<file path="src/rtl/gradient_noise_2d_assert.svh">
// assertion macros used by the gradient noise top level
`ifndef GRADIENT_NOISE_2D_ASSERT_SVH
`define GRADIENT_NOISE_2D_ASSERT_SVH

// same-cycle implication, checked on the rising clock edge outside reset
`define GN2D_ASSERT_IMPLY(label, ante, cons, msg) \
   label: assert property (@(posedge clock) disable iff (reset) (ante) |-> (cons)) \
      else $error(msg);

// next-cycle implication, checked on the rising clock edge outside reset
`define GN2D_ASSERT_NEXT(label, ante, cons, msg) \
   label: assert property (@(posedge clock) disable iff (reset) (ante) |=> (cons)) \
      else $error(msg);

`endif

</file>
<file path="src/rtl/gn2d_pkg.sv">
// shared constants and types of the gradient noise block
package gn2d_pkg;

   // permutation table
   localparam int TABLE_DEPTH = 512;
   localparam int IDX_W       = $clog2(TABLE_DEPTH);
   localparam int VAL_W       = 9;

   // coordinates and fractions
   localparam int COORD_W = 32;
   localparam int FRAC_W  = 16;
   localparam int CELL_W  = COORD_W - FRAC_W;
   localparam int ONE_Q16 = 1 << FRAC_W;

   // gradient and dot product widths
   localparam int GRAD_W    = VAL_W + 1;
   localparam int GRAD_BIAS = 256;
   localparam int OFS_W     = FRAC_W + 1;
   localparam int PROD_W    = GRAD_W + OFS_W;
   localparam int SUM_W     = PROD_W + 1;
   localparam int MAG_W     = PROD_W - 1;
   localparam int SQ_W      = 2 * GRAD_W - 2;
   localparam int ROOT_W    = (SQ_W + FRAC_W) / 2;
   localparam int NUM_SHIFT = 8;
   localparam int NUM_W     = MAG_W + NUM_SHIFT;
   localparam int QUO_W     = 18;
   localparam int DOT_W     = QUO_W + 1;

   // per corner pipeline: product, sum, root steps, divide steps, sign
   localparam int SQRT_STEPS = ROOT_W;
   localparam int DIV_STEPS  = QUO_W;
   localparam int CORNER_LAT = 3 + SQRT_STEPS + DIV_STEPS;

   // fade curve 6t^5 - 15t^4 + 10t^3
   localparam int FADE_W   = FRAC_W + 1;
   localparam int FADE_A   = 6;
   localparam int FADE_B   = 15;
   localparam int FADE_C   = 10 * ONE_Q16;
   localparam int FADE_Q_W = FRAC_W + 4;
   localparam int FADE_LAT = 4;
   localparam int FADE_DLY = CORNER_LAT - FADE_LAT;

   // blend and result
   localparam int LP_W     = FADE_W + 1 + DOT_W;
   localparam int LS_W     = LP_W + 1;
   localparam int OUT_W    = 16;
   localparam int PIPE_LAT = 1 + CORNER_LAT + 3;

   typedef enum logic {
      ACT_LOAD = 1'b0,
      ACT_EVAL = 1'b1
   } action_type;

   typedef logic signed [DOT_W-1:0] dot_type;
   typedef logic        [FADE_W-1:0] fade_type;

endpackage

</file>
<file path="src/rtl/gn2d_corner.sv">
// one corner: gradient, length by digit-serial root, dot by pipelined divide
module gn2d_corner import gn2d_pkg::*; (
   input  logic                    clock,
   input  logic                    en,
   input  logic [VAL_W-1:0]        vx,
   input  logic [VAL_W-1:0]        vy,
   input  logic signed [OFS_W-1:0] dx,
   input  logic signed [OFS_W-1:0] dy,
   output dot_type                 dot
);

   localparam int REM_W   = ROOT_W + 2;
   localparam int ACC_W   = ROOT_W + 4;
   localparam int SQ_N_W  = 2 * ROOT_W;
   localparam int SQP_W   = 2 * GRAD_W;

   logic signed [GRAD_W-1:0] gx;
   logic signed [GRAD_W-1:0] gy;
   logic signed [PROD_W-1:0] px_ff, py_ff;
   logic signed [SQP_W-1:0]  sxx_ff, syy_ff;
   logic signed [SQP_W-1:0]  sq_sum;
   logic signed [SUM_W-1:0]  num_sum;
   logic [MAG_W-1:0]         c2_mag_ff;
   logic                     c2_neg_ff;
   logic                     c2_zero_ff;
   logic [SQ_W-1:0]          c2_s_ff;

   logic [REM_W-1:0]  sq_rem_ff  [SQRT_STEPS];
   logic [ROOT_W-1:0] sq_root_ff [SQRT_STEPS];
   logic [SQ_W-1:0]   sq_s_ff    [SQRT_STEPS];
   logic [MAG_W-1:0]  sq_mag_ff  [SQRT_STEPS];
   logic              sq_neg_ff  [SQRT_STEPS];
   logic              sq_zero_ff [SQRT_STEPS];

   logic [ROOT_W-1:0] dv_rem_ff  [DIV_STEPS];
   logic [ROOT_W-1:0] dv_d_ff    [DIV_STEPS];
   logic [QUO_W-1:0]  dv_q_ff    [DIV_STEPS];
   logic [MAG_W-1:0]  dv_mag_ff  [DIV_STEPS];
   logic              dv_neg_ff  [DIV_STEPS];
   logic              dv_zero_ff [DIV_STEPS];

   dot_type           dot_in, dot_ff;
   logic [QUO_W-1:0]  q_last;

   assign gx = $signed({1'b0, vx}) - $signed(GRAD_W'(GRAD_BIAS));
   assign gy = $signed({1'b0, vy}) - $signed(GRAD_W'(GRAD_BIAS));

   // products of gradient and offset, and squares of the gradient
   always_ff @(posedge clock) begin
      if (en) begin
         px_ff  <= PROD_W'(gx) * PROD_W'(dx);
         py_ff  <= PROD_W'(gy) * PROD_W'(dy);
         sxx_ff <= SQP_W'(gx) * SQP_W'(gx);
         syy_ff <= SQP_W'(gy) * SQP_W'(gy);
      end
   end

   assign num_sum = SUM_W'(px_ff) + SUM_W'(py_ff);
   assign sq_sum  = sxx_ff + syy_ff;

   always_ff @(posedge clock) begin
      if (en) begin
         c2_neg_ff  <= num_sum[SUM_W-1];
         c2_mag_ff  <= num_sum[SUM_W-1] ? MAG_W'(-num_sum) : MAG_W'(num_sum);
         c2_s_ff    <= sq_sum[SQ_W-1:0];
         c2_zero_ff <= (sq_sum == '0);
      end
   end

   // square root, one result bit per stage
   for (genvar k = 0; k < SQRT_STEPS; k++) begin : g_sq
      localparam int P = SQRT_STEPS - 1 - k;
      logic [REM_W-1:0]  rem_p;
      logic [ROOT_W-1:0] root_p;
      logic [SQ_W-1:0]   s_p;
      logic [MAG_W-1:0]  mag_p;
      logic              neg_p, zero_p;
      logic [SQ_N_W-1:0] n_w;
      logic [ACC_W-1:0]  acc, trial;
      logic              take;

      if (k == 0) begin : g_first
         assign rem_p  = '0;
         assign root_p = '0;
         assign s_p    = c2_s_ff;
         assign mag_p  = c2_mag_ff;
         assign neg_p  = c2_neg_ff;
         assign zero_p = c2_zero_ff;
      end else begin : g_next
         assign rem_p  = sq_rem_ff[k-1];
         assign root_p = sq_root_ff[k-1];
         assign s_p    = sq_s_ff[k-1];
         assign mag_p  = sq_mag_ff[k-1];
         assign neg_p  = sq_neg_ff[k-1];
         assign zero_p = sq_zero_ff[k-1];
      end

      assign n_w   = {s_p, {(SQ_N_W - SQ_W){1'b0}}};
      assign acc   = {rem_p, n_w[2*P +: 2]};
      assign trial = {2'b00, root_p, 2'b01};
      assign take  = (acc >= trial);

      always_ff @(posedge clock) begin
         if (en) begin
            sq_rem_ff[k]  <= take ? REM_W'(acc - trial) : REM_W'(acc);
            sq_root_ff[k] <= {root_p[ROOT_W-2:0], take};
            sq_s_ff[k]    <= s_p;
            sq_mag_ff[k]  <= mag_p;
            sq_neg_ff[k]  <= neg_p;
            sq_zero_ff[k] <= zero_p;
         end
      end
   end

   // restoring divide of |numerator| * 256 by the length, one quotient bit per stage
   for (genvar j = 0; j < DIV_STEPS; j++) begin : g_dv
      localparam int B = DIV_STEPS - 1 - j;
      logic [ROOT_W-1:0] rem_p;
      logic [ROOT_W-1:0] d_p;
      logic [QUO_W-1:0]  q_p;
      logic [MAG_W-1:0]  mag_p;
      logic              neg_p, zero_p;
      logic [NUM_W-1:0]  num_w;
      logic [ROOT_W:0]   t, dd;
      logic              take;

      if (j == 0) begin : g_first
         assign rem_p  = ROOT_W'(num_w[NUM_W-1:QUO_W]);
         assign d_p    = sq_root_ff[SQRT_STEPS-1];
         assign q_p    = '0;
         assign mag_p  = sq_mag_ff[SQRT_STEPS-1];
         assign neg_p  = sq_neg_ff[SQRT_STEPS-1];
         assign zero_p = sq_zero_ff[SQRT_STEPS-1];
      end else begin : g_next
         assign rem_p  = dv_rem_ff[j-1];
         assign d_p    = dv_d_ff[j-1];
         assign q_p    = dv_q_ff[j-1];
         assign mag_p  = dv_mag_ff[j-1];
         assign neg_p  = dv_neg_ff[j-1];
         assign zero_p = dv_zero_ff[j-1];
      end

      assign num_w = {mag_p, {NUM_SHIFT{1'b0}}};
      assign t     = {rem_p, num_w[B]};
      assign dd    = {1'b0, d_p};
      assign take  = (t >= dd);

      always_ff @(posedge clock) begin
         if (en) begin
            dv_rem_ff[j]  <= take ? ROOT_W'(t - dd) : ROOT_W'(t);
            dv_d_ff[j]    <= d_p;
            dv_q_ff[j]    <= {q_p[QUO_W-2:0], take};
            dv_mag_ff[j]  <= mag_p;
            dv_neg_ff[j]  <= neg_p;
            dv_zero_ff[j] <= zero_p;
         end
      end
   end

   // sign back on, zero gradient gives zero
   assign q_last = dv_q_ff[DIV_STEPS-1];

   always_comb begin
      if (dv_zero_ff[DIV_STEPS-1]) begin
         dot_in = '0;
      end else if (dv_neg_ff[DIV_STEPS-1]) begin
         dot_in = -$signed({1'b0, q_last});
      end else begin
         dot_in = $signed({1'b0, q_last});
      end
   end

   always_ff @(posedge clock) begin
      if (en) begin
         dot_ff <= dot_in;
      end
   end

   assign dot = dot_ff;

endmodule

</file>
<file path="config.mk">
export PLATFORM = sky130hd
export DESIGN_NAME = gn2d_corner
export DESIGN_NICKNAME = d
export VERILOG_FILES = /design/src/rtl/gradient_noise_2d_assert.svh /design/src/rtl/gn2d_pkg.sv /design/src/rtl/gn2d_corner.sv
export SDC_FILE = /design/constraint.sdc
export NUM_CORES = 2
export LEC_CHECK = 0
export BUFFER_PORTS_ARGS = -buffer_cell sky130_fd_sc_hd__buf_2
export CAP_MARGIN = 5
export CORE_ASPECT_RATIO = 1.1
export CORE_MARGIN = 2
export CORE_UTILIZATION = 39
export CTS_CLUSTER_SIZE = 8
export DETAILED_ROUTE_END_ITERATION = 12
export SLEW_MARGIN = 10
export SYNTH_ARGS = -nofsm -noshare
export SYNTH_HDL_FRONTEND = slang
export SYNTH_SLANG_ARGS = --single-unit
</file>
<file path="constraint.sdc">
create_clock -name clock -period 6.9 [get_ports clock]
set_input_delay 1.035 -clock clock [delete_from_list [all_inputs] [get_ports clock]]
set_output_delay 1.035 -clock clock [all_outputs]
set_load 0.02 [all_outputs]
</file>
# == Word level (Yosys, flattened, before mapping) ==
# Memories as Yosys holds them, arrays and structs flattened.
# Cells that the tools add are included.
# totals
regBits,159
ram_bits,2834
in_bits,54
wordCells,144
n_memories,12
# mem_list
memory,words,width,read_ports,rd_clocked_by_memory_dff,wr,line_no,rtl
dv_mag_ff,18,26,17,0,18,gn2d_corner.sv:38,logic [MAG_W-1:0] dv_mag_ff [DIV_STEPS];
sq_mag_ff,17,26,17,0,17,gn2d_corner.sv:31,logic [MAG_W-1:0] sq_mag_ff [SQRT_STEPS];
dv_q_ff,18,18,18,0,18,gn2d_corner.sv:37,logic [QUO_W-1:0] dv_q_ff [DIV_STEPS];
sq_rem_ff,17,19,16,0,17,gn2d_corner.sv:28,logic [REM_W-1:0] sq_rem_ff [SQRT_STEPS];
dv_d_ff,18,17,17,0,18,gn2d_corner.sv:36,logic [ROOT_W-1:0] dv_d_ff [DIV_STEPS];
dv_rem_ff,18,17,17,0,18,gn2d_corner.sv:35,logic [ROOT_W-1:0] dv_rem_ff [DIV_STEPS];
+6 memories,--,--,--,--,--,--,
# classes
add_sub_neg,41
mul,4
order_cmp,35
muxes,39
n_bitwise,1
n_reduce_logical,2
# op_table
operator,n
$ge 21x19->1,16
$mux 19,17
$ge 18x17->1,17
$mux 17,18
$sub 17x17->17,18
$sub 19x19->19,16
$mul 10x17->27,2
$mul 10x10->20,2
$add 27x27->28,1
$mux 26,1
$neg 26->26,1
$add 20x20->20,1
$logic_not 20->1,1
$sub 9x9->10 const B,2
$neg 18->19,1
$mux 18,1
$ge 17x17->1,1
$sub 2x1->3 const B,1
$ge 2x1->1 const B,1
$mux 1,2
$reduce_or 2->1,1
$not 1->1,1

# == Longest topological paths before layout ==
# logic_depth
ltp_word,3
depth_mapped,24
mapped_depth_nobuf,22

# == Worst setup path after synthesis ==
# No wires, ideal clock.
# synth_path
path_kind,input -> register
start,input port vy[3]
end,"register py_ff[25], data pin"
t_arrival_ns,6.737
path_slack_ns,-0.095
path_stages,24
path_buffers,2
path_cell_list,clkbuf_1 clkbuf_1 nand2_1 fa_1 inv_1 fa_1 inv_1 fa_1 inv_1 fa_1 inv_1 fa_1 inv_1 ha_1 o21a_1 o21ai_0 a22oi_1 o41ai_2 o21ai_0 o41a_1 o41ai_2 o2111ai_1 a21oi_1 xnor2_1
# synth_via
elab_chain_cells,2
# synth_rtl
element,line_no,rtl
start: declaration,gn2d_corner.sv:6,"input logic [VAL_W-1:0] vy,"
$sub 9x9->10,gn2d_corner.sv:46,"assign gy = $signed({1'b0, vy}) - $signed(GRAD_W'(GRAD_BIAS));"
$mul 10x17->27,gn2d_corner.sv:52,py_ff <= PROD_W'(gy) * PROD_W'(dy);
end signal: assignment,gn2d_corner.sv:52,
end: declaration,gn2d_corner.sv:19,"logic signed [PROD_W-1:0] px_ff, py_ff;"
# Every way passes these cells.
# A chain may end at the register's enable or synchronous reset.

# == Final worst setup path ==
# layout_path
start,input port vy[3]
end,"register py_ff[23], data pin"
# The elaborated chain is that of the path after synthesis.

==> results.cfg <==
[global_routing]
pin_count_of_the_biggest_net_entering_global_routing = 202
antenna_found_initial = 11
groute.usage.overall_pct = 14.15
first_global_vias = 65510
globalRoute.totalOverflow = 0
grt_first_pass_wirelength_mm = 328.1

[min_path]
min_path_cells = 0
worstHoldPathType = reg -> reg

[clock_tree]
cts_max_level = 5
post_cts_resized = 0
cts_max_path_bufs = 4
root_buffer_cell = sky130_fd_sc_hd__clkbuf_16
postCtsSetupBuffers = 0
worst_skew_pair.late_latency_ns = 0.90
cts_tree = done
clk_pin_slew_worst_paths_ns = 0.05
ctsHoldBuffers = 0
clock_sinks = 1963
tritoncts.num_buffers = 297

[synth]
synthesis.area_per_instance_sq_um = 12.50
synthDominantCellAreaShare_pct = 54.39
cell_with_the_most_instances_after_synthesis = sky130_fd_sc_hd__edfxtp_1
post_synth_main_area_contributors = sky130_fd_sc_hd__edfxtp_1 (54%), sky130_fd_sc_hd__fa_1 (8.6%), sky130_fd_sc_hd__ha_1 (8.4%)
mappedNetlistArea_sq_um = 108400
ys.flop_type = sky130_fd_sc_hd__edfxtp_1
synthDominantAreaCellType = sky130_fd_sc_hd__edfxtp_1
synthesis.yosys.warnings = 0
post_syn_instances = 8673
synth.yosys.seq_area_share_pct = 54.39
yosys.cell_types.count = 97
ys_async_sr_fraction_pct = 0
ys_ff_latch = 1963
postSynthNetCount = 9923
netlist_top_cells_count = sky130_fd_sc_hd__edfxtp_1 (1963), sky130_fd_sc_hd__inv_1 (1307), sky130_fd_sc_hd__ha_1 (728)
post_synth_edffs = 1963

[layout]
fin_nets = 10250
fillCellCount = 24780
final_cell_area_sq_um = 121500
syn2layout_area_growth_pct = 12.11
utilization_pct = 44.06
layout-drive-gt1-share_pct = 8.882

[power]
vdd_drop_max_mv = 0.2927
power-per-cell-area_nw_per_um2 = 428.3
totalPowerFinal_mw = 52.03
p_leak_nw = 49.94

[setup_path]
critical_path.cell_chain = buf_2 > nand2_1 > fa_1 > inv_1 > fa_1 > inv_1 > fa_1 > inv_1 > fa_1 > inv_1 > fa_1 > inv_1 > ha_1 > o21a_1 > o21ai_0 > a22oi_1 > o41ai_2 > o21ai_0 > o41a_1 > o41ai_2 > buf_4 > o21bai_1 > a21oi_1 > xnor2_1
worst_setup_path_end_kind = flop
cp_data_required_time_ns = 7.52
critical-path-max-stage-delay_ns = 0.54
critPathKind = in -> reg
cp.buffers_inverters = 7
cpLargestDelayFamily = adder cells
start_kind = primary input
timing.reg2reg.worst_path_depth = 12
critical_path.max_fanout = 3
worst_ep_arrival_time_ns = 6.67
worstSetupPathDepth = 24
critPathSlowestCell = sky130_fd_sc_hd__fa_1

[flow_run]
drv_cap = 0

[detailed_routing]
initialDrtViolationCount = 3436
post-route-drc-count = 0
drtAntennaViolNets = 0
route.vias.total = 62990
drt-total-wl_mm = 200.6
viasPerCell = 4.963
drt_pass1_iterations = 8
avgRoutedWirePerCell_um = 15.81

[floorplanning]
core_area_sq_um = 275700
die_h_um = 556.9
die-area_sq_um = 282100
boundaryPins = 73
number_of_cell_rows = 202
start_util_pct = 39.30
fp.dieW_um = 506.6

[sta]
worst_slew_pin_slew_ns = 1.099
slew_headroom_pct = 26.32
post-route-period-util_pct = 87.61
finalHoldViolCount = 0
finalSetupTns_ns = 0
setup_viol_count_final = 0
worst_clock_skew_ns = 0.06479
achievable-frequency_ghz = 0.1654
period_minus_slack_ns = 6.045
grt_setup_unrepaired = false
finalMaxSlewViolations = 0
layout_setup_ws_ns = 0.8546

[placed_design]
port_buffers = 72
placed_cell_area_sq_um = 113800
place_congestion = 0.8501
detailedPlace.worstSlack_ns = -0.03428
detailedPlacementHpwl_mm = 146.1

[status]
status = complete, no violations
## layer usage
metal	vias to the layer above	share of wire (%)	GRT usage [%]
met4	0	3.3	5.305
met1	30760	41	16.47
met2	1027	52	26.00
li1	30820	-	-
met3	388	3.5	2.273
met5	-	0	0
## report_power, final
group	total, mW	switching [mW]	internal (mW)
Clock	12.3	4.63	7.68
Sequential	17.9	1.11	16.8
Combinational	21.8	11.9	9.86
## sequential cells by signal, summed over array words and instances (netlist names), 26 cells and up
register    count
sq_s_ff        72
px_ff          27
sq_root_ff    146
dv_rem_ff     289
dv_q_ff       171
sq_mag_ff     442
py_ff          27
sq_rem_ff     282
c2_mag_ff      26
dv_d_ff       289
dv_mag_ff      45
## final cells by class
cell class	count	area (sq um)	area share [%]
inverters	1308	4910	4.041
well taps	3672	4594	3.782
clock inverters	15	168.9	0.1390
clock buffers	306	7572	6.232
diodes	1	2.502	0.002060
repair buffers	187	1439	1.184
multi-input cells	5239	43860	36.10
flip-flops and latches	1963	58950	48.52
## logic make-up after synthesis
logic type	share of synthesized area [%]
compound gates	7.679
xor+xnor	4.671
flops	54.39
simple gates	8.583
other cells	0.003460
mux	2.471
buf+inv	5.151
fa+ha+maj	17.05
## worst paths after layout
check / startpoint / to / slack, ns
setup / recovery: vy[3] / py_ff[23] / 0.85
hold / removal: sq_neg_ff[0][0] / sq_neg_ff[0][1] / 0.37
setup reg to reg: dv_d_ff[2][0] / dv_rem_ff[3][10] / 2.56
hold reg to reg: sq_neg_ff[0][0] / sq_neg_ff[0][1] / 0.37
## placed cells by master, fill, tap and decap left out, drive strengths merged, types with 117 or more instances in the layout
cell type	n
a21o	135
a21oi	459
and2	142
buf	187
clkbuf	306
edfxtp	1963
fa	468
ha	728
inv	1311
mux2	204
nand2	546
nand3	142
nor2	457
nor2b	117
nor3	136
o21ai	257
xnor2	397
xor2	181
## stage by stage
stage          hold slack [ns]  instances
4_1_cts                 0.3651      12690
3_3_place_gp            0.4006      12370
5_1_grt                 0.3772      12690
3_5_place_dp            0.4045      12370
2_1_floorplan           0.4003       8673
6_report                0.3730      12690
Power figures use the tool's default switching activity.
